<file path="config.mk">
export PLATFORM = sky130hd
export DESIGN_NAME = bhl_ctrl
export DESIGN_NICKNAME = d
export VERILOG_FILES = /design/src/rtl/bhl_pkg.sv /design/src/rtl/bhl_ctrl.sv
export SDC_FILE = /design/constraint.sdc
export NUM_CORES = 1
export LEC_CHECK = 0
export ABC_AREA = 1
export BUFFER_PORTS_ARGS = -buffer_cell sky130_fd_sc_hd__buf_2
export CAP_MARGIN = 0
export CORE_ASPECT_RATIO = 0.6
export CORE_MARGIN = 4
export CORE_UTILIZATION = 50
export DETAILED_ROUTE_END_ITERATION = 8
export MAX_ROUTING_LAYER = met4
export PLACE_DENSITY = 0.7
export SKIP_LAST_GASP = 1
export SYNTH_ARGS = -nofsm -noshare
export SYNTH_HDL_FRONTEND = slang
export SYNTH_SLANG_ARGS = --single-unit
export TNS_END_PERCENT = 5
</file>
<file path="constraint.sdc">
create_clock -name clk -period 4.5 [get_ports clk]
set_input_delay 0.225 -clock clk [delete_from_list [all_inputs] [get_ports clk]]
set_output_delay 0.225 -clock clk [all_outputs]
set_load 0.02 [all_outputs]
</file>
<file path="src/rtl/bhl_pkg.sv">
// Shared types, constants and sequencing codes for the barycentric height lookup.
`default_nettype none
package bhl_pkg;

	localparam int MAX_TRIANGLES = 256;

	localparam int COORD_W = 16;
	localparam int DIFF_W  = 17;
	localparam int AREA_W  = 37;
	localparam int PROD_W  = 54;
	localparam int REM_W   = 36;
	localparam int DIV_STEPS = PROD_W;
	localparam int DIV_CNT_W = $clog2(DIV_STEPS);

	localparam logic [1:0] MODE_CLEAR  = 2'd0;
	localparam logic [1:0] MODE_APPEND = 2'd1;
	localparam logic [1:0] MODE_QUERY  = 2'd2;

	typedef struct packed {
		logic [1:0]         mode;
		logic signed [15:0] corner1_x;
		logic signed [15:0] corner1_y;
		logic signed [15:0] corner1_z;
		logic signed [15:0] corner2_x;
		logic signed [15:0] corner2_y;
		logic signed [15:0] corner2_z;
		logic signed [15:0] corner3_x;
		logic signed [15:0] corner3_y;
		logic signed [15:0] corner3_z;
		logic signed [15:0] point_x;
		logic signed [15:0] point_z;
	} req_t;

	typedef struct packed {
		logic signed [15:0] height;
		logic               found;
	} rsp_t;

	typedef struct packed {
		logic signed [15:0] z;
		logic signed [15:0] y;
		logic signed [15:0] x;
	} corner_t;

	typedef struct packed {
		corner_t c3;
		corner_t c2;
		corner_t c1;
	} tri_t;

	localparam int TRI_W = $bits(tri_t);

	typedef enum logic [3:0] {
		OP_NONE  = 4'd0,
		OP_QLOAD = 4'd1,
		OP_A0    = 4'd2,
		OP_A1    = 4'd3,
		OP_U0    = 4'd4,
		OP_U1    = 4'd5,
		OP_V0    = 4'd6,
		OP_V1    = 4'd7,
		OP_W     = 4'd8,
		OP_N0    = 4'd9,
		OP_N1    = 4'd10,
		OP_N2    = 4'd11,
		OP_DLOAD = 4'd12,
		OP_DSTEP = 4'd13,
		OP_RES   = 4'd14
	} op_t;

	typedef struct packed {
		op_t  op;
		logic found;
	} cmd_t;

	typedef struct packed {
		logic zero_area;
		logic hit;
	} stat_t;

endpackage
`default_nettype wire

</file>
<file path="src/rtl/bhl_ctrl.sv">
// Controller: table bookkeeping, triangle walk sequencing and result handshake.
`default_nettype none
module bhl_ctrl #(
	parameter int MAX_TRIANGLES = bhl_pkg::MAX_TRIANGLES,
	localparam int AW = (MAX_TRIANGLES > 1) ? $clog2(MAX_TRIANGLES) : 1,
	localparam int CW = $clog2(MAX_TRIANGLES + 1)
) (
	input  wire logic           clk,
	input  wire logic           arst_n,
	input  wire logic           req_valid,
	input  wire logic [1:0]     req_mode,
	output logic                req_stall,
	output logic                rsp_valid,
	input  wire logic           rsp_stall,
	input  wire bhl_pkg::stat_t stat,
	output bhl_pkg::cmd_t       cmd,
	output logic                ram_we,
	output logic [AW-1:0]       ram_waddr,
	output logic                ram_re,
	output logic [AW-1:0]       ram_raddr
);
	typedef enum logic [15:0] {
		S_IDLE  = 16'h0001,
		S_FETCH = 16'h0002,
		S_A0    = 16'h0004,
		S_A1    = 16'h0008,
		S_U0    = 16'h0010,
		S_U1    = 16'h0020,
		S_V0    = 16'h0040,
		S_V1    = 16'h0080,
		S_W     = 16'h0100,
		S_CHK   = 16'h0200,
		S_N0    = 16'h0400,
		S_N1    = 16'h0800,
		S_N2    = 16'h1000,
		S_DLOAD = 16'h2000,
		S_DIV   = 16'h4000,
		S_DONE  = 16'h8000
	} state_t;

	state_t                        state_q, state_d;
	logic [CW-1:0]                 count_q, count_d;
	logic [CW-1:0]                 tri_q, tri_d;
	logic [bhl_pkg::DIV_CNT_W-1:0] div_q, div_d;
	logic                          found_q, found_d;
	logic                          rsp_valid_q, rsp_valid_d;
	logic                          accept;
	logic                          rsp_free;
	logic [CW-1:0]                 tri_next;

	assign accept    = req_valid && (state_q == S_IDLE);
	assign req_stall = (state_q != S_IDLE);
	assign rsp_valid = rsp_valid_q;
	assign rsp_free  = !rsp_valid_q || !rsp_stall;
	assign tri_next  = tri_q + CW'(1);
	assign ram_waddr = count_q[AW-1:0];
	assign ram_raddr = tri_q[AW-1:0];

	always_comb begin
		state_d     = state_q;
		count_d     = count_q;
		tri_d       = tri_q;
		div_d       = div_q;
		found_d     = found_q;
		rsp_valid_d = rsp_valid_q && rsp_stall;
		cmd.op      = bhl_pkg::OP_NONE;
		cmd.found   = found_q;
		ram_we      = 1'b0;
		ram_re      = 1'b0;
		case (state_q)
			S_IDLE: begin
				if (accept) begin
					case (req_mode)
						bhl_pkg::MODE_CLEAR: begin
							count_d = '0;
						end
						bhl_pkg::MODE_APPEND: begin
							if (count_q < CW'(MAX_TRIANGLES)) begin
								ram_we  = 1'b1;
								count_d = count_q + CW'(1);
							end
						end
						bhl_pkg::MODE_QUERY: begin
							cmd.op  = bhl_pkg::OP_QLOAD;
							tri_d   = '0;
							found_d = 1'b0;
							state_d = (count_q == '0) ? S_DONE : S_FETCH;
						end
						default: begin
						end
					endcase
				end
			end
			S_FETCH: begin
				ram_re  = 1'b1;
				state_d = S_A0;
			end
			S_A0: begin
				cmd.op  = bhl_pkg::OP_A0;
				state_d = S_A1;
			end
			S_A1: begin
				cmd.op  = bhl_pkg::OP_A1;
				state_d = S_U0;
			end
			S_U0: begin
				cmd.op  = bhl_pkg::OP_U0;
				state_d = S_U1;
			end
			S_U1: begin
				cmd.op  = bhl_pkg::OP_U1;
				state_d = S_V0;
			end
			S_V0: begin
				cmd.op  = bhl_pkg::OP_V0;
				state_d = S_V1;
			end
			S_V1: begin
				cmd.op  = bhl_pkg::OP_V1;
				state_d = S_W;
			end
			S_W: begin
				cmd.op  = bhl_pkg::OP_W;
				state_d = S_CHK;
			end
			S_CHK: begin
				if (stat.zero_area || !stat.hit) begin
					if (tri_next == count_q) begin
						state_d = S_DONE;
					end else begin
						tri_d   = tri_next;
						state_d = S_FETCH;
					end
				end else begin
					found_d = 1'b1;
					state_d = S_N0;
				end
			end
			S_N0: begin
				cmd.op  = bhl_pkg::OP_N0;
				state_d = S_N1;
			end
			S_N1: begin
				cmd.op  = bhl_pkg::OP_N1;
				state_d = S_N2;
			end
			S_N2: begin
				cmd.op  = bhl_pkg::OP_N2;
				state_d = S_DLOAD;
			end
			S_DLOAD: begin
				cmd.op  = bhl_pkg::OP_DLOAD;
				div_d   = '0;
				state_d = S_DIV;
			end
			S_DIV: begin
				cmd.op = bhl_pkg::OP_DSTEP;
				div_d  = div_q + bhl_pkg::DIV_CNT_W'(1);
				if (div_q == bhl_pkg::DIV_CNT_W'(bhl_pkg::DIV_STEPS - 1)) begin
					state_d = S_DONE;
				end
			end
			S_DONE: begin
				if (rsp_free) begin
					cmd.op      = bhl_pkg::OP_RES;
					rsp_valid_d = 1'b1;
					state_d     = S_IDLE;
				end
			end
			default: begin
				state_d = S_IDLE;
			end
		endcase
	end

	always_ff @(posedge clk or negedge arst_n) begin
		if (!arst_n) begin
			state_q     <= S_IDLE;
			count_q     <= '0;
			tri_q       <= '0;
			div_q       <= '0;
			found_q     <= 1'b0;
			rsp_valid_q <= 1'b0;
		end else begin
			state_q     <= state_d;
			count_q     <= count_d;
			tri_q       <= tri_d;
			div_q       <= div_d;
			found_q     <= found_d;
			rsp_valid_q <= rsp_valid_d;
		end
	end
endmodule
`default_nettype wire

</file>
* Word-level counts from Yosys, hierarchy flattened
Cells that the tools add are included.
** Operators by class
- $add $sub $neg :: 3
- Magnitude comparators :: 1
- Equality and inequality tests :: 29
- Mux-type cells :: 31
- Reductions and logical operators :: 16
** Operator list (count)
- $pmux W16 S16 :: 1
- $mux W16 :: 7
- $pmux W4 S14 :: 1
- $mux W9 :: 5
- $pmux W9 S2 :: 2
- $add A9 B1 Y9 const B :: 2
- $eq A16 B1 Y1 const B :: 1
- $eq A16 B10 Y1 const B :: 1
- $eq A16 B11 Y1 const B :: 1
- $eq A16 B12 Y1 const B :: 1
- $eq A16 B13 Y1 const B :: 1
- $eq A16 B14 Y1 const B :: 1
- $eq A16 B15 Y1 const B :: 1
- $eq A16 B16 Y1 const B :: 1
- $eq A16 B2 Y1 const B :: 1
- $eq A16 B3 Y1 const B :: 1
- $eq A16 B4 Y1 const B :: 1
- $eq A16 B5 Y1 const B :: 1
- $eq A16 B6 Y1 const B :: 1
- $eq A16 B7 Y1 const B :: 1
- $eq A16 B8 Y1 const B :: 1
- $eq A16 B9 Y1 const B :: 1
- $ne A16 B1 Y1 const B :: 1
- $ne A2 B2 Y1 const B :: 7
- 19 further kinds :: 38
** Storage, ports and cells
- Bits in registers :: 42
- Bits of input ports :: 8
- Output and inout port bits :: 25
- Word-level logic and storage cells :: 86

* Logic depth before layout (Yosys ltp)
- Word-level depth :: 5
- Depth in mapped cells :: 14
- Gate-level depth less buffers :: 14

* Least setup slack after synthesis
OpenSTA, ideal clock, no wires.
- Path kind :: register to register
- Start point :: register tri_q[0]
- End point :: register state_q[1]
- Setup time :: 0.119 ns
- Arrival time :: 1.652 ns
- Data required time :: 4.381 ns
- Setup slack :: 2.729 ns
- Stages on the path, launching flop included :: 11
- Path buffers :: 0
- Period minus slack after synthesis :: 1.771 ns
- Cells stage by stage :: dfrtp_1 -> ha_1 -> xnor2_1 -> nand2_1 -> nor2_1 -> nand3_1 -> nor2_2 -> nand3_2 -> nand2_4 -> nand2_1 -> and2_1
** On the way
- Cells in the longest elaborated chain, start to end :: 5
** RTL lines
- start: declaration :: line bhl_ctrl.sv:43 : logic [CW-1:0] tri_q, tri_d;
- start signal: assignment :: line bhl_ctrl.sv:187 : tri_q <= tri_d;
- $add A9 B1 Y9 :: line bhl_ctrl.sv:55 : assign tri_next = tri_q + CW'(1);
- $eq A9 B9 Y1 :: line bhl_ctrl.sv:128 : if (tri_next == count_q) begin
- $mux W16 :: line bhl_ctrl.sv:128
- $mux W16 :: line bhl_ctrl.sv:127 : if (stat.zero_area || !stat.hit) begin
- $pmux W16 S16 :: line bhl_ctrl.sv:70 : case (state_q)
- end signal: assignment :: line bhl_ctrl.sv:185 : state_q <= state_d;
- end: declaration :: line bhl_ctrl.sv:41 : state_t state_q, state_d;
Every way passes these cells.
A chain may end at the register's enable or synchronous reset.

==> out/metrics.yaml <==
status: "complete, no violations"
grt_pass1_wl_mm: 11.5
gr-total-overflow: 0
finalClockSkew_ns: 0.00595
rrSetupSlack_ns: 2.37
synth_area_per_cell_um2: 7.06
hold_viol: 0
crit_cells: 8
drv_slew: 0
max_slew_margin: 0.380
ir_worst_vdd_mv: 0.156
core-area_um2: 5570
intPower_mw: 0.770
crit_top_cell: "nor3_1"
cts_tree: "built"
drtIter0Drc: 326
initial_core_util: 0.516
wl_mm: 6.70
nFillCells: 541
pwr-share-comb: 0.353
cts-root-buf: "clkbuf_8"
drive_above_1_share: 0.175
timing.setup.tns_ns: 0
cp_num_buf_inv: 2
worst_path_largest_cell_delay_ns: 0.39
p_seq_frac: 0.361
p_sw_frac: 0.387
antenna_cells: 0
grt_setup_unrepaired: "false"
worstMarginPinSlew_ns: 0.930
yosysWarnings: 0
vias: 2596
dp.final_hpwl_mm: 5.22
viasPerCell: 5.10
detail-route-antenna-nets: 0
cp-startpoint: "state_q[15]$_DFFE_PN0P_"
r2r-start: "tri_q[0]$_DFFE_PN0P_"
final_cell_mix: "nand2_1, inv_1, nor2_1"
worstSkewPairLatency_ns: 0.30
power_leakage_nw: 1.65
cts_made_buffers: 5
reg2reg_to: "tri_q[2]$_DFFE_PN0P_"
yosysUniqueCellTypes: 35
cp_data_arrival_time_ns: 2.10
synth_edf_count: 0
pin_count: 33
chipWidth_um: 106
gp_congestion: 0.913
synth_ff_type: "dfrtp_1"
setup.worst_path.end: "cmd[1]"
worstPathCellList: "nor2_1, nand2_1, nor2_4, inv_1, nor3_1, nor3_1, nand3_1, buf_2"
criticalPathCategory: "register to output port"
holdWs_ns: 0.0562
die_y_um: 66.7
grt_pass1_vias: 2291
final_common_cell: "nand2_1"
end_kind: "output port"
yosys_register_bits: 42
remaining_drc_errors: 0
synth_nets: 420
portBuffers: 32
dieArea_um2: 7060
cp_max_fo: 6
crit_family: "simple AND/OR/NAND/NOR gates"
firstDrtPassIters: 5
syn_to_final_growth_pct: 9.23
crit_slowest_cell: "dfrtp_1"
synthArstFlopShare: 1.00
routedWlPerCell_um: 13.2
clkSinkCount: 42
power_density_nw_per_um2: 400
grt_max_degree: 43
p_switching_mw: 0.486
final-setup-viol-count: 0
cts_buffer_depth: 2
drv_cap: 0
cts_resized: 0
post-route-period-util: 0.518
path_clk_slew_ns: 0.09
std_cell_rows: 21
ctsHoldBuffers: 0
hp-class: "input pin to asynchronous set/reset pin"
netlist_area_um2: 2870
reg2reg_depth: 12
startpoint_type: "register"
fin_crit_ns: 2.33
synth_seq_area_share: 0.366
h-tree-depth: 2
gr-usage-all-layers: 0.213
syn_inst: 407
max_freq_mhz: 429
clock_power_share: 0.287
cp.required_ns: 4.28
post_cts_buffers: 0
final_nets: 441
antenna_found_initial: 0
cell families after synthesis:
family | after synthesis | share of synthesized area
buffers and inverters | 82 | 0.130
DFF | 42 | 0.366
AOI/OAI and AO/OA | 38 | 0.0797
and+or+nand+nor | 233 | 0.381
adders and majority gates | 5 | 0.0218
xor gates and xnor gates | 7 | 0.0213
metrics by stage:
step	setup slack, ns	cell area, um2	util	power [mW]	std cells
finish	2.17	3140	0.563	1.26	509
global route	1.94	3140	0.563	1.35	509
CTS	2.17	3140	0.563	1.26	509
detailed placement	2.43	3000	0.539	0.898	501
global placement	2.42	3000	0.539	0.895	501
floorplan	2.73	2870	-	0.794	407
worst register-to-register path, cell delays in order (launching register included):
cell and delay [ns]:
dfrtp_1 0.53, ha_1 0.24, nand2_2 0.12, o21bai_2 0.20, nand2_1 0.11, nand2_1 0.07
nand3_1 0.06, nor2_1 0.14, nand3_2 0.15, nand2_4 0.17, nand2_4 0.10, nand2_1 0.07
nand2_1 0.05
flip-flops by register name, indices dropped and copies added (netlist names):
register	count
count_q	9
div_q	6
found_q	1
rsp_valid	1
state_q	16
tri_q	9
final cells by class:
| class | instances | area (um2) | share of cell area |
|---|---|---|---|
| Clock inverter | 3 | 68.8 | 0.0219 |
| Multi-Input combinational cell | 283 | 1450 | 0.461 |
| Sequential cell | 42 | 1050 | 0.335 |
| Clock buffer | 5 | 68.8 | 0.0219 |
| Inverter | 64 | 240 | 0.0766 |
| Tap cell | 80 | 100 | 0.0319 |
| Timing Repair Buffer | 32 | 160 | 0.0510 |
power by group through the flow:
stage	Combinational [mW]	Sequential [mW]	Clock (mW)
final	0.443	0.453	0.360
after global placement	0.435	0.460	0
after global routing	0.503	0.460	0.387
after floorplan	0.345	0.450	0
after detailed placement	0.438	0.460	0
after CTS	0.442	0.453	0.366
Yosys cell counts, types with 2 or more instances:
cell | number | share of area
nand2_1 | 88 | 0.11
inv_1 | 58 | 0.076
nor2_1 | 50 | 0.065
dfrtp_1 | 41 | 0.36
nand3_1 | 41 | 0.071
buf_4 | 17 | 0.044
o21ai_0 | 14 | 0.024
nor3_1 | 12 | 0.021
a21oi_1 | 9 | 0.016
nand4_1 | 9 | 0.020
nand2_2 | 8 | 0.017
nor2_2 | 8 | 0.017
inv_2 | 6 | 0.0078
xor2_1 | 6 | 0.018
ha_1 | 5 | 0.022
nor4_1 | 5 | 0.011
o22ai_1 | 4 | 0.0087
o31ai_1 | 4 | 0.010
nor2_4 | 3 | 0.012
nand2_4 | 2 | 0.0078
nand3_2 | 2 | 0.0070
o21bai_2 | 2 | 0.0078
how the worst min path moves through the flow:
stage / startpoint / to / depth (start not counted)
detailed placement: arst_n / count_q[3]$_DFFE_PN0P_ / 1
global placement: arst_n / count_q[2]$_DFFE_PN0P_ / 1
floorplan: arst_n / count_q[0]$_DFFE_PN0P_ / 0
global route: arst_n / count_q[6]$_DFFE_PN0P_ / 1
CTS: arst_n / count_q[3]$_DFFE_PN0P_ / 1
finish: arst_n / count_q[2]$_DFFE_PN0P_ / 1
per-layer routing:
metal  vias up  track usage  wire length (um)
met5         -            -                 0
met4         0       0.0355                36
met3         4       0.0561               505
met2        89        0.262              2450
met1      1167        0.340              3710
li1       1336            -                 -
(Power assumes the default switching activity.)
