===== src/rtl/bhl_pkg.sv =====
// Shared types, constants and sequencing codes for the barycentric height lookup.
`default_nettype none
package bhl_pkg;

	localparam int MAX_TRIANGLES = 256;

	localparam int COORD_W = 16;
	localparam int DIFF_W  = 17;
	localparam int AREA_W  = 37;
	localparam int PROD_W  = 54;
	localparam int REM_W   = 36;
	localparam int DIV_STEPS = PROD_W;
	localparam int DIV_CNT_W = $clog2(DIV_STEPS);

	localparam logic [1:0] MODE_CLEAR  = 2'd0;
	localparam logic [1:0] MODE_APPEND = 2'd1;
	localparam logic [1:0] MODE_QUERY  = 2'd2;

	typedef struct packed {
		logic [1:0]         mode;
		logic signed [15:0] corner1_x;
		logic signed [15:0] corner1_y;
		logic signed [15:0] corner1_z;
		logic signed [15:0] corner2_x;
		logic signed [15:0] corner2_y;
		logic signed [15:0] corner2_z;
		logic signed [15:0] corner3_x;
		logic signed [15:0] corner3_y;
		logic signed [15:0] corner3_z;
		logic signed [15:0] point_x;
		logic signed [15:0] point_z;
	} req_t;

	typedef struct packed {
		logic signed [15:0] height;
		logic               found;
	} rsp_t;

	typedef struct packed {
		logic signed [15:0] z;
		logic signed [15:0] y;
		logic signed [15:0] x;
	} corner_t;

	typedef struct packed {
		corner_t c3;
		corner_t c2;
		corner_t c1;
	} tri_t;

	localparam int TRI_W = $bits(tri_t);

	typedef enum logic [3:0] {
		OP_NONE  = 4'd0,
		OP_QLOAD = 4'd1,
		OP_A0    = 4'd2,
		OP_A1    = 4'd3,
		OP_U0    = 4'd4,
		OP_U1    = 4'd5,
		OP_V0    = 4'd6,
		OP_V1    = 4'd7,
		OP_W     = 4'd8,
		OP_N0    = 4'd9,
		OP_N1    = 4'd10,
		OP_N2    = 4'd11,
		OP_DLOAD = 4'd12,
		OP_DSTEP = 4'd13,
		OP_RES   = 4'd14
	} op_t;

	typedef struct packed {
		op_t  op;
		logic found;
	} cmd_t;

	typedef struct packed {
		logic zero_area;
		logic hit;
	} stat_t;

endpackage
`default_nettype wire


===== src/rtl/bhl_dp.sv =====
// Datapath: shared multiplier, area and weight registers, serial divider, result register.
`default_nettype none
module bhl_dp (
	input  wire logic            clk,
	input  wire bhl_pkg::cmd_t   cmd,
	input  wire bhl_pkg::req_t   req,
	input  wire bhl_pkg::tri_t   tri_rd,
	output bhl_pkg::stat_t       stat,
	output bhl_pkg::rsp_t        rsp
);
	localparam int AW_ = bhl_pkg::AREA_W;
	localparam int PW  = bhl_pkg::PROD_W;
	localparam int RW  = bhl_pkg::REM_W;

	logic signed [15:0]   qx_q, qz_q;
	logic signed [AW_-1:0] a_q, u_q, v_q, w_q;
	logic signed [PW-1:0] acc_q;
	logic [PW-1:0]        n_q;
	logic [RW-1:0]        rem_q, d_q;
	logic                 neg_q;
	bhl_pkg::rsp_t        rsp_q;

	logic signed [AW_-1:0] mul_a;
	logic signed [bhl_pkg::DIFF_W-1:0] mul_b;
	logic signed [PW-1:0] prod;
	logic [RW-1:0]        rem_sh;
	logic                 rem_ge;
	logic [PW-1:0]        acc_abs;
	logic [AW_-1:0]       a_abs;
	logic signed [15:0]   height_sat;

	function automatic logic signed [bhl_pkg::DIFF_W-1:0] dif(
		input logic signed [15:0] p,
		input logic signed [15:0] q
	);
		return bhl_pkg::DIFF_W'(p) - bhl_pkg::DIFF_W'(q);
	endfunction

	always_comb begin
		mul_a = '0;
		mul_b = '0;
		case (cmd.op)
			bhl_pkg::OP_A0: begin
				mul_a = AW_'(dif(tri_rd.c2.x, tri_rd.c1.x));
				mul_b = dif(tri_rd.c3.z, tri_rd.c1.z);
			end
			bhl_pkg::OP_A1: begin
				mul_a = AW_'(dif(tri_rd.c3.x, tri_rd.c1.x));
				mul_b = dif(tri_rd.c2.z, tri_rd.c1.z);
			end
			bhl_pkg::OP_U0: begin
				mul_a = AW_'(dif(tri_rd.c2.x, qx_q));
				mul_b = dif(tri_rd.c3.z, qz_q);
			end
			bhl_pkg::OP_U1: begin
				mul_a = AW_'(dif(tri_rd.c3.x, qx_q));
				mul_b = dif(tri_rd.c2.z, qz_q);
			end
			bhl_pkg::OP_V0: begin
				mul_a = AW_'(dif(tri_rd.c3.x, qx_q));
				mul_b = dif(tri_rd.c1.z, qz_q);
			end
			bhl_pkg::OP_V1: begin
				mul_a = AW_'(dif(tri_rd.c1.x, qx_q));
				mul_b = dif(tri_rd.c3.z, qz_q);
			end
			bhl_pkg::OP_N0: begin
				mul_a = u_q;
				mul_b = bhl_pkg::DIFF_W'(tri_rd.c1.y);
			end
			bhl_pkg::OP_N1: begin
				mul_a = v_q;
				mul_b = bhl_pkg::DIFF_W'(tri_rd.c2.y);
			end
			bhl_pkg::OP_N2: begin
				mul_a = w_q;
				mul_b = bhl_pkg::DIFF_W'(tri_rd.c3.y);
			end
			default: begin
			end
		endcase
	end

	assign prod = PW'(mul_a) * PW'(mul_b);

	assign acc_abs = acc_q[PW-1] ? PW'(-acc_q) : PW'(acc_q);
	assign a_abs   = a_q[AW_-1] ? AW_'(-a_q) : AW_'(a_q);
	assign rem_sh  = {rem_q[RW-2:0], n_q[PW-1]};
	assign rem_ge  = (rem_sh >= d_q);

	// Magnitude of the quotient never exceeds a corner height for a real hit.
	always_comb begin
		if (neg_q) begin
			height_sat = (n_q > PW'(32768)) ? 16'sh8000 : 16'(-n_q[15:0]);
		end else begin
			height_sat = (n_q > PW'(32767)) ? 16'sh7fff : 16'(n_q[15:0]);
		end
	end

	assign stat.zero_area = (a_q == '0);
	assign stat.hit = a_q[AW_-1]
		? ((u_q <= 0) && (v_q <= 0) && (w_q <= 0))
		: ((u_q >= 0) && (v_q >= 0) && (w_q >= 0));

	always_ff @(posedge clk) begin
		case (cmd.op)
			bhl_pkg::OP_QLOAD: begin
				qx_q <= req.point_x;
				qz_q <= req.point_z;
			end
			bhl_pkg::OP_A0, bhl_pkg::OP_U0, bhl_pkg::OP_V0, bhl_pkg::OP_N0: begin
				acc_q <= prod;
			end
			bhl_pkg::OP_A1: begin
				a_q <= AW_'(acc_q - prod);
			end
			bhl_pkg::OP_U1: begin
				u_q <= AW_'(acc_q - prod);
			end
			bhl_pkg::OP_V1: begin
				v_q <= AW_'(acc_q - prod);
			end
			bhl_pkg::OP_W: begin
				w_q <= a_q - u_q - v_q;
			end
			bhl_pkg::OP_N1, bhl_pkg::OP_N2: begin
				acc_q <= acc_q + prod;
			end
			bhl_pkg::OP_DLOAD: begin
				n_q   <= acc_abs;
				d_q   <= RW'(a_abs);
				rem_q <= '0;
				neg_q <= acc_q[PW-1] ^ a_q[AW_-1];
			end
			bhl_pkg::OP_DSTEP: begin
				rem_q <= rem_ge ? (rem_sh - d_q) : rem_sh;
				n_q   <= {n_q[PW-2:0], rem_ge};
			end
			bhl_pkg::OP_RES: begin
				rsp_q.found  <= cmd.found;
				rsp_q.height <= cmd.found ? height_sat : 16'sd0;
			end
			default: begin
			end
		endcase
	end

	assign rsp = rsp_q;
endmodule
`default_nettype wire


===== config.mk =====
export PLATFORM = sky130hd
export DESIGN_NAME = bhl_dp
export DESIGN_NICKNAME = d
export VERILOG_FILES = /design/src/rtl/bhl_pkg.sv /design/src/rtl/bhl_dp.sv
export SDC_FILE = /design/constraint.sdc
export NUM_CORES = 2
export LEC_CHECK = 0
export ABC_AREA = 1
export CAP_MARGIN = 30
export CORE_MARGIN = 1.5
export CORE_UTILIZATION = 45
export CTS_BUF_LIST = sky130_fd_sc_hd__clkbuf_16
export DETAILED_ROUTE_END_ITERATION = 16
export DONT_BUFFER_PORTS = 1
export SLEW_MARGIN = 20
export SYNTH_ARGS = -nofsm -noshare
export SYNTH_HDL_FRONTEND = slang
export SYNTH_SLANG_ARGS = --single-unit

===== constraint.sdc =====
create_clock -name clk -period 11.25 [get_ports clk]
set_input_delay 0.5625 -clock clk [delete_from_list [all_inputs] [get_ports clk]]
set_output_delay 0.5625 -clock clk [all_outputs]
set_load 0.05 [all_outputs]

Word level (Yosys, flattened, before mapping)
Index checks and enable logic that the tools add are counted.
{"block": "totals", "reg_bits": 377, "inputBits": 328, "ramBits": 0, "latch_bits": 0, "output_inout_bits": 19, "elab_cells": 79, "mem_bits_ro": 0, "mem_count": 0}
{"block": "op_classes", "shift": 0, "addsub": 18, "bitwise": 1, "n_eq_ne": 14, "order_cmp": 9, "div": 0, "mux": 12, "reduce_logical": 11, "n_mul": 1}
{"operator": "$pmux 37 s8", "count": 1}
{"operator": "$pmux 54 s2", "count": 2}
{"operator": "$sub 16x16->17", "count": 10}
{"operator": "$pmux 17 s8", "count": 1}
{"operator": "$ge 37x1->1 const B", "count": 3}
{"operator": "$le 37x1->1 const B", "count": 3}
{"operator": "$sub 37x37->37", "count": 3}
{"operator": "$pmux 35 s2", "count": 1}
{"operator": "$add 54x54->54", "count": 1}
{"operator": "$gt 54x15->1 const B", "count": 1}
{"operator": "$gt 54x16->1 const B", "count": 1}
{"operator": "$mul 37x17->54", "count": 1}
{"operator": "$mux 54", "count": 1}
{"operator": "$neg 54->54", "count": 1}
{"operator": "$mux 16", "count": 3}
{"operator": "$logic_not 37->1", "count": 1}
{"operator": "$ge 36x36->1", "count": 1}
{"operator": "$mux 36", "count": 1}
{"operator": "$neg 36->36", "count": 1}
{"operator": "$mux 35", "count": 1}
{"operator": "$sub 35x35->35", "count": 1}
{"operator": "$eq 4x4->1 const B", "count": 7}
{"operator": "$eq 4x3->1 const B", "count": 4}
{"operator": "$neg 16->16", "count": 1}
{"operator": "8 further kinds", "count": 15}

Logic depth before layout (Yosys ltp)
{"block": "logic_depth", "depth_word": 6, "depth_mapped": 59, "mapped_depth_nobuf": 57}

Worst setup path after synthesis
No wires, ideal clock.
{"block": "synth_path", "kind": "input port to flip-flop", "start": "input cmd[4] (netlist bit)", "end": "register acc_q[53] (data pin)", "slack_ps": 1815, "cell_stages": 52, "setup_time_ps": 253, "arrival_ps": 9182, "path_buffers": 2, "required_time_ps": 10997, "path_cell_list": "inv_1 -> nand2_2 -> nor2_2 -> nor2_2 -> mux2_2 -> ha_1 -> inv_1 -> fa_1 -> nand2_1 -> nand2_1 -> nand2_1 -> nand2_1 -> nand3_1 -> nand3b_1 -> or2_2 -> nand3_1 -> nand2_1 -> nor2_1 -> (+16 left out) -> nor3_1 -> nand3_1 -> nand2_1 -> xor2_1 -> inv_1 -> ha_1 -> clkbuf_1 -> nand2_1 -> nor2_1 -> inv_1 -> nor2_1 -> nand2_1 -> nor2_1 -> nand2_1 -> nand4_1 -> nand3_1 -> nand2_1 -> nand2_1"}
{"block": "synth_between", "elab_chain_len": 6, "word_cells_on_any_way": 18, "classes_between": "add/sub (1); mul (1); eq/ne (9); mux (3); reduce/logical (4)"}
{"element": "from (decl)", "line_no": "bhl_dp.sv:5", "text": "input wire bhl_pkg::cmd_t cmd,"}
{"element": "$eq 4x3->1, on equally long branches", "line_no": "bhl_dp.sv:42, bhl_dp.sv:106"}
{"element": "$reduce_or 2->1 (no line)"}
{"element": "$pmux 37 s8 or $pmux 17 s8 (tied branches)", "line_no": "bhl_dp.sv:42", "text": "case (cmd.op)"}
{"element": "$mul 37x17->54", "line_no": "bhl_dp.sv:84", "text": "assign prod = PW'(mul_a) * PW'(mul_b);"}
{"element": "$add 54x54->54", "line_no": "bhl_dp.sv:127", "text": "acc_q <= acc_q + prod;"}
{"element": "$pmux 54 s2 (*)", "line_no": "bhl_dp.sv:106", "text": "case (cmd.op)"}
{"element": "to (signal assigned)", "line_no": "bhl_dp.sv:112", "text": "acc_q <= prod;"}
{"element": "to (signal assigned)", "line_no": "bhl_dp.sv:127"}
{"element": "to (decl)", "line_no": "bhl_dp.sv:17", "text": "logic signed [PW-1:0] acc_q;"}
Every way passes the cells marked *; elsewhere a longest branch is shown, timed or not.
A chain may end at the register's enable or synchronous reset.

Final worst setup path
{"block": "layout_path", "start": "register qx_q[0]", "end": "register acc_q[53] (data pin)"}
{"block": "layout_between", "elab_chain_len": 5, "word_cells_on_any_way": 7, "classes_between": "add/sub (4); mul (1); mux (2)"}
{"element": "from (decl)", "line_no": "bhl_dp.sv:15", "text": "logic signed [15:0] qx_q, qz_q;"}
{"element": "from (signal assigned)", "line_no": "bhl_dp.sv:108", "text": "qx_q <= req.point_x;"}
{"element": "$sub 16x16->17", "line_no": "bhl_dp.sv:36", "text": "return bhl_pkg::DIFF_W'(p) - bhl_pkg::DIFF_W'(q);"}
{"element": "$pmux 37 s8 (*)", "line_no": "bhl_dp.sv:42"}
{"element": "$mul 37x17->54 (*)", "line_no": "bhl_dp.sv:84"}
{"element": "$add 54x54->54", "line_no": "bhl_dp.sv:127"}
{"element": "$pmux 54 s2 (*)", "line_no": "bhl_dp.sv:106"}
Marked as above.

==> impl_metrics.py <==
metrics = {
    "detailed_routing": {
        "antenna_left": 0,
        "wire_per_inst_um": 22.79,
        "firstDrtPassIters": 6,
        "routed_wl_um": 240300,
        "drc_errors": 0,
        "drtIter0Drc": 5983,
        "vias": 59130,
        "viasPerCell": 5.606,
    },
    "synthesis": {
        "synth_edf_count": 377,
        "yosysUniqueCellTypes": 60,
        "avgSynthCellArea_um2": 7.233,
        "yosys_register_bits": 377,
        "synth_area_um2": 61110,
        "synth_area_leaders": "fa_1 21%, edfxtp_1 19%, nand2_1 12%",
        "synthArstFlopShare": 0,
        "synth_area_leader_cell": "fa_1",
        "yosysMostFrequentCell": "nand2_1",
        "syn_nets": 9844,
        "yosys-top-cells-count": "1959 x nand2_1, 1445 x inv_1, 862 x nor2_1",
        "synthFlopType": "edfxtp_1",
        "ys_seq_area_frac": 0.1852,
        "syn_inst": 8449,
        "yosys_warnings": 0,
        "synth_top_area_frac": 0.2110,
    },
    "worst_setup_path": {
        "critPathMaxStageDelay_ns": 0.60,
        "r2r_end": "acc_q[53]$_DFFE_PP_",
        "crit_fanout": 19,
        "crit_arrival_ns": 11.15,
        "path_class": "register to register",
        "rrSetupSlack_ns": 0.52,
        "cpMostUsedCell": "nand2_1",
        "r2r-start": "qx_q[0]$_DFFE_PN_",
        "end_kind": "register",
        "reg2reg_depth": 45,
        "startpoint_type": "register",
        "worstPathRequired_ns": 11.67,
        "slowest_stage": "a21oi_4",
    },
    "run_status": {
        "status": "finished clean",
    },
    "timing": {
        "finalSetupTns_ns": 0,
        "rsz0062_at_grt": "no",
        "setup_viol": 0,
        "finalHoldViolCount": 0,
        "timing.fmax_mhz": 93.20,
        "drv_slew": 0,
        "relSlewSlack": 0.3343,
        "timing.final.crit_share": 0.9537,
        "timing.clock.skew_ns": 0.06504,
        "tightest_slew_ns": 0.9986,
        "period_minus_slack_ns": 10.73,
    },
    "hold_path": {
        "hold_path_depth": 2,
        "min_to": "rsp[1]$_SDFFCE_PN0N_",
        "worstHoldPathType": "input pin to register",
        "min_from": "cmd[0]",
    },
    "clocking": {
        "cts_inserted_buffers": 49,
        "postCtsSetupRepairBufs": 0,
        "h-tree-depth": 2,
        "clockBufferDepth": 3,
        "cts.sinks": 377,
        "cts_tree": "done",
        "cts_resized": 0,
        "cts_hold_buffers": 33,
        "path_clk_slew_ns": 0.06,
        "clk_latency_ns": 0.67,
        "clock-root-buffer": "clkbuf_16",
    },
    "global_route": {
        "grt_max_degree": 101,
        "grt-ovfl-total": 0,
        "grt_use_total": 0.3439,
        "antenna_found_initial": 7,
        "grt_pass1_wl_um": 355400,
        "grt_pass1_vias": 56290,
    },
    "placed_design": {
        "routabilityCongestion": 1.005,
        "io_buffers": 0,
        "hpwlAfterDp_um": 203600,
    },
    "floorplan": {
        "die_y_um": 371.5,
        "rows": 135,
        "fp.coreArea_um2": 135100,
        "dieArea_um2": 138000,
        "start_util": 0.4523,
        "io_pins": 347,
        "die_w_um": 371.5,
    },
    "final_layout": {
        "area_growth_pct": 11.03,
        "nets": 10120,
        "drive_gt1_frac": 0.06791,
    },
    "job": {
        "maxCapViolations": 0,
    },
}
[metrics by stage]
stage | setup WS, ns | instances | cell area (µm²) | hold WS [ns] | util
after detailed placement | 0.3401 | 10420 | 65790 | 0.5408 | 0.4868
after CTS | 0.7658 | 10540 | 67790 | 0.1294 | 0.5016
final | 0.5206 | 10550 | 67850 | 0.1829 | 0.5021
after global routing | 0.04054 | 10550 | 67850 | 0.1722 | 0.5021
after floorplan | 1.815 | 8449 | 61110 | 0.4948 | -
after global placement | 0.3361 | 10420 | 65680 | 0.5302 | 0.4861
[how the worst max path moves through the flow]
stage / start / to / cells past startpoint
finish: qx_q[0]$_DFFE_PN_ / acc_q[53]$_DFFE_PP_ / 45
global route: qx_q[0]$_DFFE_PN_ / acc_q[49]$_DFFE_PP_ / 45
CTS: qx_q[0]$_DFFE_PN_ / acc_q[53]$_DFFE_PP_ / 45
detailed placement: cmd[2] / u_q[36]$_DFFE_PP_ / 47
global placement: cmd[4] / acc_q[23]$_DFFE_PP_ / 47
floorplan: cmd[4] / acc_q[53]$_DFFE_PP_ / 52
[cells by family after synthesis]
| family | Yosys count | synth area share |
|---|---|---|
| AOI/OAI and AO/OA | 1412 | 0.1257 |
| xor gates and xnor gates | 195 | 0.02795 |
| adders and majority gates | 1067 | 0.2976 |
| buffers and inverters | 1673 | 0.1061 |
| DFF | 377 | 0.1852 |
| muxes | 1 | 0.0001843 |
| and+or+nand+nor | 3724 | 0.2572 |
[worst max-delay path: cells and delay by family, from the launching register on]
| kind | cells | cell delay, ns |
|---|---|---|
| AND/OR/NAND/NOR | 25 | 3.74 |
| adder cells (fa/ha/maj) | 10 | 4.54 |
| AO/OA/AOI/OAI | 2 | 0.73 |
| buffers and inverters | 8 | 0.97 |
| flip-flops | 1 | 0.47 |
[state kept, by name, summed over array words and instances (netlist names), 17 cells and up]
register / count
rsp: 17
a_q: 37
w_q: 37
d_q: 36
rem_q: 35
n_q: 54
v_q: 37
acc_q: 54
u_q: 37
[cell usage in the layout, fill, tap and decap left out, drive strengths merged, types with 7 or more instances in the layout]
cell type,instances
o211ai,16
or2,29
a31oi,23
inv,1475
edfxtp,377
nand4,136
clkbuf,49
o21bai,48
xor2,149
nor2,875
o221ai,14
buf,394
dlygate4sd3,33
bufinv,8
nand3,485
nand2,1977
xnor2,46
ha,423
o31ai,7
a21oi,752
nor4,58
o22ai,29
nand3b,47
nor3,77
a21o,22
a21boi,21
clkinv,21
and2,27
a22o,14
fa,644
o21ai,451
[layout make-up]
class / count / area [µm²]
Antenna cell: 4 / 10.01
Clock buffer: 49 / 1226
Clock inverter: 38 / 441.7
Fill cell: 13750 / 67280
Inverter: 1472 / 5525
Multi-Input combinational cell: 6399 / 43400
Sequential cell: 377 / 11320
Tap cell: 1781 / 2228
Timing Repair Buffer: 427 / 3697
[metal layers]
metal  GRT usage  share of wire  up-vias
met5           0       0.000087        -
met4      0.1058          0.035        4
met3     0.05507          0.080      358
met2      0.5406           0.45     2437
met1      0.4848           0.44    28550
li1            -              -    27790
Power is not shown: default switching activity piles up to over one toggle a cycle in this logic, so the estimate is an artifact.
