$ cat src/rtl/bhl_ram.sv
// Generic single-write, single-read RAM with a registered read port.
`default_nettype none
module bhl_ram #(
	parameter int WIDTH = 8,
	parameter int DEPTH = 16
) (
	input  wire logic                                    clk,
	input  wire logic                                    we,
	input  wire logic [(DEPTH > 1 ? $clog2(DEPTH) : 1)-1:0] waddr,
	input  wire logic [WIDTH-1:0]                        wdata,
	input  wire logic                                    re,
	input  wire logic [(DEPTH > 1 ? $clog2(DEPTH) : 1)-1:0] raddr,
	output logic [WIDTH-1:0]                             rdata
);
	logic [WIDTH-1:0] mem_q [DEPTH];

	always_ff @(posedge clk) begin
		if (we) begin
			mem_q[waddr] <= wdata;
		end
		if (re) begin
			rdata <= mem_q[raddr];
		end
	end
endmodule
`default_nettype wire

$ cat config.mk
export PLATFORM = sky130hd
export DESIGN_NAME = bhl_ram
export DESIGN_NICKNAME = d
export VERILOG_FILES = /design/src/rtl/bhl_ram.sv
export SDC_FILE = /design/constraint.sdc
export NUM_CORES = 1
export LEC_CHECK = 0
export BUFFER_PORTS_ARGS = -buffer_cell sky130_fd_sc_hd__buf_2
export CAP_MARGIN = 20
export CORE_MARGIN = 2
export CORE_UTILIZATION = 30
export DETAILED_ROUTE_END_ITERATION = 12
export GPL_ROUTABILITY_DRIVEN = 0
export PLACE_DENSITY_LB_ADDON = 0.15
export SLEW_MARGIN = 20
export SYNTH_ARGS = -nofsm -noshare
export SYNTH_HDL_FRONTEND = slang
export SYNTH_SLANG_ARGS = --single-unit
$ cat constraint.sdc
create_clock -name clk -period 4.08 [get_ports clk]
set_input_delay 0.816 -clock clk [delete_from_list [all_inputs] [get_ports clk]]
set_output_delay 0.816 -clock clk [all_outputs]
set_load 0.02 [all_outputs]
# Yosys cells after proc, flatten, opt, wreduce, memory -nomap -nowiden
# Memories as Yosys holds them, arrays and structs flattened. A register that Yosys moved wholly into a read port is not among the register bits.
# Cells that the tools add are included.
[totals]
regBits = 0
latchBits = 0
ram_bits = 128
mem_bits_ro = 0
input_bits = 19
output_inout_bits = 8
memories = 1
[op_classes]
add_sub_neg = 0
n_mul = 0
n_div = 0
magnitude_cmp = 0
n_eq_ne = 0
shift = 0
n_mux = 2
bitwise = 0
reduce_logical = 0
[mem_list]
columns = ["memory", "depth", "width", "rd", "rd_clocked_by_memory_dff", "wr", "line_no", "rtl"]
rows = [
  ["mem_q", 16, 8, 1, 1, 1, "15", "logic [WIDTH-1:0] mem_q [DEPTH];"],
]
[op_table]
columns = ["operator", "n"]
rows = [
  ["two-way mux 1 bit", 2],
]

# Longest topological paths before layout
# Gate-level depths: netlist of the first run.
[logic_depth]
word_depth = 2
depth_mapped = 5
depth_no_buf = 3

# Worst setup path before layout of the first run
# OpenSTA, ideal clock, no wires.
[synth_path]
path_kind = "input to register"
startpoint = "input port waddr[2] (netlist bit)"
endpoint = "memory mem_q[0][0] (enable)"
t_arrival_ps = 1926
required_ps = 3697
slack_ps = 1771
cell_stages = 2
cell_sequence = "or3b_2 > nor3_1"
[synth_lines]
columns = ["element", "line_no", "rtl"]
rows = [
  ["from (decl)", "9", "input wire logic [(DEPTH > 1 ? $clog2(DEPTH) : 1)-1:0] waddr,"],
  ["to (decl)", "15", ""],
]
# Straight into the memory's write port.

==> metrics.md, run 1 <==
| Metric | Value |
|---|---|
| Relative max-transition margin | roughly 31% |
| CP Class | primary input to flip-flop |
| Fin util | between 30% and 40% |
| Worst r2r path cells | 3 |
| Warning count from the yosys run | 0 |
| DR vias/cell | 4.793 |
| Hold Vio Cnt, Final | 0 |
| Worst hold margin | 753.4 ps |
| Critical path startpoint category | primary input |
| Crit Path Max Fanout | 16 |
| Crit path DAT | roughly 2600 ps |
| Post-CTS Setup Inserts | 0 |
| Initial Utilization | 30.43% |
| Status | completed |
| P&R area growth vs syn | 18.67% |
| FF-to-FF End | rdata[2]$_DFFE_PP_ |
| Clk Latency, worst-skew pair | between 400 and 500 ps |
| Synth Instances | between 200 and 250 |
| Die H | approximately 140 µm |
| Flop2flop setup slack | roughly 2600 ps |
| Worst Max-Slew Pin Slew | about 1000 ps |
| Post-route ant nets | 0 |
| Mapped cell area | 5228 µm² |
| Pre-CTS setup slack | roughly 1200 ps |
| Hold depth | 3 |
| CTS tree | built |
| Clock buffer depth | 2 |
| Vias in the first global route | around 2.6k |
| Routed WL | roughly 12 mm |
| Worst vdd ir | approximately 320 µV |
| Final worst slack | approximately 1700 ps |
| # port buffers | 26 |
| Most common cell after layout, fill and taps aside | edfxtp_1 |
| Die area | between 15,000 and 20,000 µm² |
| Core footprint | around 17,000 µm² |
| Detailed Place HPWL | 7.119 mm |
| WHS Endpoint | rdata[3]$_DFFE_PP_ |
| H-tree depth reported by CTS | 4 |
| Ports | 27 |
| Final Critical Period | 2391 ps |
| Ant. Diodes | 0 |
| Post-synthesis register bit count | ~140 |
| Syn Area/Cell | 22.83 µm² |
| Fraction of layout cells with a size suffix above 1 | 28.22% |
| Critical Path End Type | flip-flop |
| Die width | about 140 µm |
| Final Instance Area | between 6000 and 7000 µm² |
| # hold bufs at CTS | 0 |
| Finish-stage setup viols | 0 |
| CTS clk-pin slew, worst paths | about 60 ps |
| Starting DRT DRC Count | between 300 and 400 |
| Row cnt | 48 |
| Clock root buffer | clkbuf_16 |
| Seq/Total Area, Yosys | ~80% |
| Max Slew Vio Count | 0 |
| Hold Crit Start | mem_q[13][3]$_DFFE_PP_ |
| HP Class | flip-flop to flip-flop |
| Critical Path RT | 4250 ps |
| Nets@finish | around 290 |
| Syn nets | ~250 |
| Pre-antenna DRT Iters | 4 |
| RSZ-0062 raised after global routing | false |
| Vias | 2,454 |
| Lkg Pwr | 2.040 nW |
| Max Fclk | between 0.4 and 0.5 GHz |
| Number of remaining DRC errors | 0 |
| Gr usage total | between 10% and 20% |
| DR WL/cell | around 23 µm |
| GRT overflow | 0 |
| Most frequent cells in the layout | edfxtp_1, buf_2, mux4_2 |
| Area after DPL | about 5600 µm² |
| Max Cap Viol | 0 |
| P per Cell Area | approximately 520 nW/µm² |
| Post-Route Setup TNS | 0 ps |
| Yosys cell types | 18 |
| Initial antenna violation count | 0 |
| Worst r2r src | mem_q[5][2]$_DFFE_PP_ |
| Fin Clk Skew | between 4 and 5 ps |
| Clock net sink count | 136 |
| TritonCTS Buffers | 17 |
| Pin count of the biggest net entering global routing | 33 |
| First-pass GRT wire length | between 15 and 20 mm |
| Post-cts resize count | 0 |
| Fin crit share | a little under 60% |
==> how the worst max path moves through the flow <==
stage	start	to	slack [ps]	depth (start not counted)
after floorplan	waddr[2]	mem_q[0][0]$_DFFE_PP_	1770	2
after global routing	raddr[0]	rdata[2]$_DFFE_PP_	1580	5
after detailed placement	raddr[0]	rdata[2]$_DFFE_PP_	1220	5
after CTS	raddr[0]	rdata[2]$_DFFE_PP_	1660	5
final	raddr[0]	rdata[2]$_DFFE_PP_	1690	5
after global placement	raddr[0]	rdata[2]$_DFFE_PP_	1230	5
==> sequential cells by signal, summed over array words and instances (netlist names) <==
signal / cells
rdata: 8
mem_q: 128
==> metal layers <==
layer,vias up,share of wire [%],wire length (µm),GRT usage [%]
met2,68,45,5268,19.91
li1,1070,-,-,-
met4,0,1.6,186,5.729
met5,-,0,0,0
met1,1304,48,5617,19.51
met3,12,5.4,632,4.251
==> synth_stat cells <==
master | n | area, µm²
nor3_1 | 4 | 20.02
buf_2 | 3 | 15.01
mux4_2 | 18 | 405.4
clkdlybuf4s25_2 | 3 | 30.03
buf_4 | 1 | 7.510
and2b_1 | 1 | 7.510
and2_1 | 1 | 6.260
buf_6 | 3 | 33.78
mux4_1 | 14 | 367.9
or3b_2 | 1 | 8.760
nor2b_1 | 1 | 6.260
nor2_1 | 13 | 48.80
nand3_1 | 1 | 5.000
nand3b_1 | 2 | 15.01
edfxtp_1 | 136 | 4084
nand2b_1 | 2 | 12.51
nand2_1 | 9 | 33.78
a22oi_1 | 16 | 120.1
==> kinds of logic after synthesis <==
logic type,synth area share (%)
AND/OR/NAND/NOR,3.136
flip-flops,78.12
AO/OA/AOI/OAI,2.298
multiplexers,14.79
buffers and inverters,1.651
==> power by group <==
group,switching [mW],internal [mW],total [mW],leakage (nW)
clock network,0.538,0.946,1.48,0.277
registers,0.00867,1.58,1.58,1.24
logic,0.0945,0.0573,0.152,0.526
==> through the flow <==
step | instances | power [mW]
final | 512 | 3.219
after detailed placement | 479 | 1.768
after floorplan | 229 | 1.697
after global routing | 512 | 3.328
after global placement | 479 | 1.765
after CTS | 511 | 3.248
==> cell type report <==
class,count,area (µm²)
multi-input combinational,83,1060
tap,225,281.5
clock buffer,20,436.7
sequential,136,4084
timing repair buffer,36,209.0
fill,1633,10970
clock inverter,12,132.6
==> worst max-delay path: stages <==
cell and delay (ps):
buf_2 450, buf_4 330, mux4_1 680, a22oi_1 190, nand2_1 80
Power figures use the tool's default switching activity.
==> inputs of run 2 (changes only) <==
==> constraint.sdc (replaced) <==
create_clock -name clk -period 2.15 [get_ports clk]
set_input_delay 0.43 -clock clk [delete_from_list [all_inputs] [get_ports clk]]
set_output_delay 0.43 -clock clk [all_outputs]
set_load 0.02 [all_outputs]
==> metrics.md, run 2 (synthesis results as in run 1) <==
| Metric | Value |
|---|---|
| Status | completed |
| Final worst slack | 549.8 ps (-1140 ps) |
| Hold Crit Start | wdata[0] |
| Ant. Diodes | 0 (unchanged) |
| Number of remaining DRC errors | 0 (unchanged) |
| Most flops, register | mem_q |
| Starting DRT DRC Count | 208 (-31%) |
| GRT overflow | 0 (unchanged) |
| Pin count of the biggest net entering global routing | 33 (unchanged) |
| Detailed Place HPWL | 7.110 mm (-0.13%) |
| Max Fclk | approximately 0.62 GHz |
| H-tree depth reported by CTS | 4 (unchanged) |
| Gr usage total | 13.00% (-0.85 points) |
| Fill cells | 1,618 (-0.92%) |
| Highest metal used | met4 |
| Post-cts resize count | 0 (unchanged) |
| Fraction of layout cells with a size suffix above 1 | 32.78% (+4.6 points) |
| Worst r2r src | mem_q[9][3]$_DFFE_PP_ |
| DR vias/cell | 4.622 (-3.6%) |
| Final Instance Area | 6379 µm² (+2.8%) |
| First-pass GRT wire length | 16.44 mm (-4.6%) |
| Hold Vio Cnt, Final | 0 (unchanged) |
| Relative max-transition margin | 71.49% (+41 points) |
| Initial antenna violation count | 0 (unchanged) |
| Vias in the first global route | 2,612 (+2.1%) |
| HP Class | primary input to flip-flop |
| Post-route ant nets | 0 (unchanged) |
| P per Cell Area | 983.8 nW/µm² (+90%) |
| Setup crit start | raddr[0] |
| Clock net sink count | 136 (unchanged) |
| Nets@finish | 305 (+4.1%) |
| Pre-CTS setup slack | 112.5 ps (-1107 ps) |
| DR WL/cell | 20.60 µm (-9.9%) |
| Critical Path RT | 2310 ps (-1940 ps) |
| Fin crit share | 74.43% |
| TritonCTS Buffers | 17 (unchanged) |
| Fin util | 37.14% (+1.0 points) |
| Largest register FFs | 128 (unchanged) |
| P&R area growth vs syn | 22.02% |
| Clk Latency, worst-skew pair | 410 ps (about the same) |
| Met3 WL post-DR | 403 µm (-36%) |
| Critical Path End Type | flip-flop |
| CTS clk-pin slew, worst paths | 60 ps (about the same) |
| Most common cell after layout, fill and taps aside | edfxtp_1 |
| Worst Max-Slew Pin Slew | 426.1 ps (-606.1 ps) |
| # port buffers | 26 (unchanged) |
| Area after DPL | 5768 µm² (+2.6%) |
| Crit Path Max Fanout | 14 (-2) |
| Max Slew Vio Count | 0 (unchanged) |
| Lkg Pwr | 2.139 nW (+4.8%) |
| Max Cap Viol | 0 (unchanged) |
| CTS tree | built |
| Row cnt | 48 (unchanged) |
| Critical path startpoint category | primary input |
| Fin Clk Skew | 6.467 ps (+2.050 ps) |
| Worst hold margin | 400.4 ps (-353.0 ps) |
| # hold bufs at CTS | 0 (unchanged) |
| Final Critical Period | 1600 ps |
| Top Registers | mem_q x128, rdata x8 |
| Ports | 27 (unchanged) |
| Die width | 136.0 µm (unchanged) |
| Die area | 18,500 µm² (unchanged) |
| Routed WL | 10.80 mm (-7.8%) |
| Finish-stage setup viols | 0 (unchanged) |
| Clock buffer depth | 2 (unchanged) |
| CP Class | primary input to flip-flop |
| Initial Utilization | 30.43% (unchanged) |
| Clock root buffer | clkbuf_16 |
| Worst vdd ir | 575.5 µV (+78%) |
| Post-CTS Setup Inserts | 0 (unchanged) |
| Pre-antenna DRT Iters | 6 (+2) |
| Core footprint | 17,180 µm² (unchanged) |
| Post-Route Setup TNS | 0 ps (unchanged) |
| Vias | 2,422 (-1.3%) |
| Die H | 136.0 µm (unchanged) |
| WL met1 | 5.095 mm (-9.3%) |
| RSZ-0062 raised after global routing | false |
| WL met2 | 5.078 mm (-3.6%) |
| Crit path DAT | 1760 ps (-800 ps) |
| Most frequent cells in the layout | edfxtp_1, buf_2, mux4_2, buf_4, clkbuf_16 |
[run 2: changes by cell type in the layout (fill, tap and decap cells not counted), sizes merged]
| cell | previous run | this run |
|---|---|---|
| buf | 36 | 48 |
| clkbuf | 20 | 18 |
| clkinvlp | 1 | 3 |
| bufinv | 3 | 4 |
| clkinv | 8 | 7 |
[run 2: stage by stage]
stage               std cells  total power [mW]
floorplan                 229             3.221
global placement          492             3.365
detailed placement        492             3.369
CTS                       524             6.339
global route              524             6.469
finish                    524             6.275
[run 2: path summary, 6_finish.rpt]
| kind | cells after the start | slack, ps | endpoint |
|---|---|---|---|
| setup / recovery | 5 | 550 | rdata[5]$_DFFE_PP_ |
| hold / removal | 1 | 400 | mem_q[8][0]$_DFFE_PP_ |
| setup reg to reg | 3 | 610 | rdata[3]$_DFFE_PP_ |
| hold reg to reg | 3 | 740 | rdata[2]$_DFFE_PP_ |
[run 2: critical path, stage by stage]
cell and delay (ps):
buf_2 170, buf_12 190, mux4_1 550, a22oi_1 320
nand2_1 90
[run 2: layer usage]
layer / global-route usage (%) / vias to the layer above
met3: 3.095 / 15
met2: 19.79 / 52
met4: 6.597 / 0
met1: 17.44 / 1256
li1: - / 1099
met5: 0 / -
[run 2: cell type report]
cell class | count | area [µm²] | share of cell area, %
flip-flops and latches | 136 | 4084 | 64.03
clock buffers | 18 | 429.2 | 6.728
clock inverters | 14 | 181.4 | 2.844
multi-input cells | 83 | 1057 | 16.58
well taps | 225 | 281.5 | 4.413
repair buffers | 48 | 345.3 | 5.414
[run 2: where the power goes]
| group | total (mW) | internal, mW | switching, mW |
|---|---|---|---|
| combinational | 0.298 | 0.125 | 0.173 |
| clock | 2.97 | 1.92 | 1.05 |
| sequential | 3.01 | 2.99 | 0.0168 |
| total | 6.28 | 5.04 | 1.24 |
==> inputs of run 3 (changes only) <==
==> constraint.sdc (replaced) <==
create_clock -name clk -period 1.6 [get_ports clk]
set_input_delay 0.32 -clock clk [delete_from_list [all_inputs] [get_ports clk]]
set_output_delay 0.32 -clock clk [all_outputs]
set_load 0.02 [all_outputs]
==> metrics.md, run 3 (synthesis results as in run 1) <==
| Metric | Value |
|---|---|
| Status | completed |
| TritonCTS Buffers | 17 (unchanged) |
| Critical Path RT | 1760 ps (-550 ps) |
| Ports | 27 (unchanged) |
| Hold Crit Start | wdata[2] |
| Most common cell after layout, fill and taps aside | edfxtp_1 |
| GRT overflow | 0 (unchanged) |
| Crit path DAT | 1660 ps (-100 ps) |
| Crit Path Max Fanout | 1 (-13) |
| CP Class | flip-flop to flip-flop |
| Max Slew Vio Count | 0 (unchanged) |
| Worst r2r src | mem_q[5][1]$_DFFE_PP_ |
| Fin crit share | between 90% and 100% |
| Finish-stage setup viols | 0 (unchanged) |
| Critical path startpoint category | flip-flop |
| Setup crit start | mem_q[5][1]$_DFFE_PP_ |
| Worst Max-Slew Pin Slew | 808.4 ps (+382.3 ps) |
| Total Power | 9.097 mW (+45%) |
| Clock net sink count | 136 (unchanged) |
| Fraction of layout cells with a size suffix above 1 | 36.86% (+4.1 points) |
| DR vias/cell | 4.523 (-2.1%) |
| Hold depth | 1 (unchanged) |
| Post-route ant nets | 0 (unchanged) |
| Fin Clk Skew | 6.079 ps (-0.3878 ps) |
| Largest register FFs | 128 (unchanged) |
| Clk Latency, worst-skew pair | 420 ps (about the same) |
| Die width | 136.0 µm (unchanged) |
| HP Class | primary input to flip-flop |
| Area after DPL | 5908 µm² (+2.4%) |
| Fin util | 38.59% (+1.4 points) |
| Hold Vio Cnt, Final | 0 (unchanged) |
| Most frequent cells in the layout | edfxtp_1, buf_4, buf_2 |
| Clock buffer depth | 2 (unchanged) |
| DR WL/cell | 19.56 µm (-5.1%) |
| Vias | 2,429 (+0.29%) |
| Nets@finish | 318 (+4.3%) |
| Vias in the first global route | 2,601 (-0.42%) |
| Fill cells | 1,589 (-1.8%) |
| Ant. Diodes | 0 (unchanged) |
| Gr usage total | 12.47% (-0.53 points) |
| Worst r2r path cells | 3 (unchanged) |
| CTS clk-pin slew, worst paths | 60 ps (about the same) |
| Starting DRT DRC Count | 161 (-23%) |
| P&R area growth vs syn | 26.78% |
| Top Registers | mem_q x128, rdata x8 |
| P per Cell Area | 1373 nW/µm² (+40%) |
| Die H | 136.0 µm (unchanged) |
| H-tree depth reported by CTS | 4 (unchanged) |
| CTS tree | built |
| WHS Endpoint | mem_q[9][2]$_DFFE_PP_ |
| # port buffers | 26 (unchanged) |
| Initial Utilization | 30.43% (unchanged) |
| Final worst slack | 105.2 ps (-444.6 ps) |
| Final Critical Period | approximately 1500 ps |
| Worst vdd ir | 706.2 µV (+23%) |
| Die area | 18,500 µm² (unchanged) |
| Critical Path End Type | flip-flop |
| Flop2flop setup slack | 110 ps (-500 ps) |
| Lkg Pwr | 2.266 nW (+5.9%) |
| First-pass GRT wire length | 15.84 mm (-3.7%) |
| Core footprint | 17,180 µm² (unchanged) |
| Routed WL | 10.50 mm (-2.7%) |
| FF-to-FF End | rdata[1]$_DFFE_PP_ |
| Most flops, register | mem_q |
| Initial antenna violation count | 0 (unchanged) |
| Row cnt | 48 (unchanged) |
| Max Fclk | about 0.67 GHz |
| Detailed Place HPWL | 7.202 mm (+1.3%) |
| Pin count of the biggest net entering global routing | 17 (-48%) |
| Relative max-transition margin | 45.91% (-26 points) |
| Final Instance Area | 6628 µm² (+3.9%) |
| RSZ-0062 raised after global routing | false |
| Pre-antenna DRT Iters | 4 (-2) |
| Clock root buffer | clkbuf_16 |
| Pre-CTS setup slack | -308.5 ps (-421.0 ps) |
| Number of remaining DRC errors | 0 (unchanged) |
| Max Cap Viol | 0 (unchanged) |
-- run 3: cell count changes in the layout (fill, tap and decap cells not counted), moves of 2 or more --
cell       change
clkinv_2       -2
buf_12         +3
a22oi_2        +3
bufinv_16      +4
buf_4         +10
a22oi_1        -3
-- run 3: how the worst max path moves through the flow --
| stage | to | slack, ps | cells past startpoint |
|---|---|---|---|
| 6_report | rdata[1]$_DFFE_PP_ | 110 | 3 |
| 5_1_grt | rdata[0]$_DFFE_PP_ | 50 | 3 |
| 4_1_cts | rdata[0]$_DFFE_PP_ | 60 | 3 |
| 3_5_place_dp | rdata[3]$_DFFE_PP_ | -310 | 5 |
| 3_3_place_gp | rdata[1]$_DFFE_PP_ | -320 | 5 |
| 2_1_floorplan | rdata[1]$_DFFE_PP_ | 4 | 5 |
-- run 3: power by group --
| group | internal, mW | switching, mW |
|---|---|---|
| sequential | 4.02 | 0.0188 |
| clock | 3.22 | 1.41 |
| combinational | 0.193 | 0.244 |
| total | 7.42 | 1.67 |
-- run 3: cell type report --
| class | instances | area (µm²) | share of cell area (%) |
|---|---|---|---|
| clock buffer | 17 | 425.4 | 6.419 |
| clock inverter | 15 | 279.0 | 4.210 |
| multi-input combinational | 83 | 1077 | 16.25 |
| sequential | 136 | 4084 | 61.62 |
| tap | 225 | 281.5 | 4.248 |
| timing repair buffer | 61 | 480.5 | 7.249 |
-- run 3: routing by layer --
layer / global-route usage (%) / up-vias / share of wire (%)
met5: 0 / - / 0
met4: 5.729 / 0 / 2.0
met3: 3.244 / 15 / 2.9
met2: 19.91 / 46 / 49
met1: 15.99 / 1249 / 46
li1: - / 1119 / -
-- run 3: timing repair --
action | 4_1_cts | 5_1_grt
endpoints found under the setup margin | 0 | 3
resized for setup | 0 | 3
hold buffers | 0 | 0
buffers inserted | 0 | 0
-- run 3: metrics by stage --
stage | cells | hold WS [ps] | setup TNS (ps)
final | 537 | 296.5 | 0
after global routing | 537 | 291.5 | 0
after CTS | 537 | 284.3 | 0
after detailed placement | 505 | 724.0 | -2861
after global placement | 505 | 722.0 | -2804
after floorplan | 229 | 418.9 | 0
-- run 3: worst max-delay path, stage by stage, from the launching register on --
cell      delay [ps]
edfxtp_1         350
mux4_1           550
a22oi_1          260
nand2_1           90
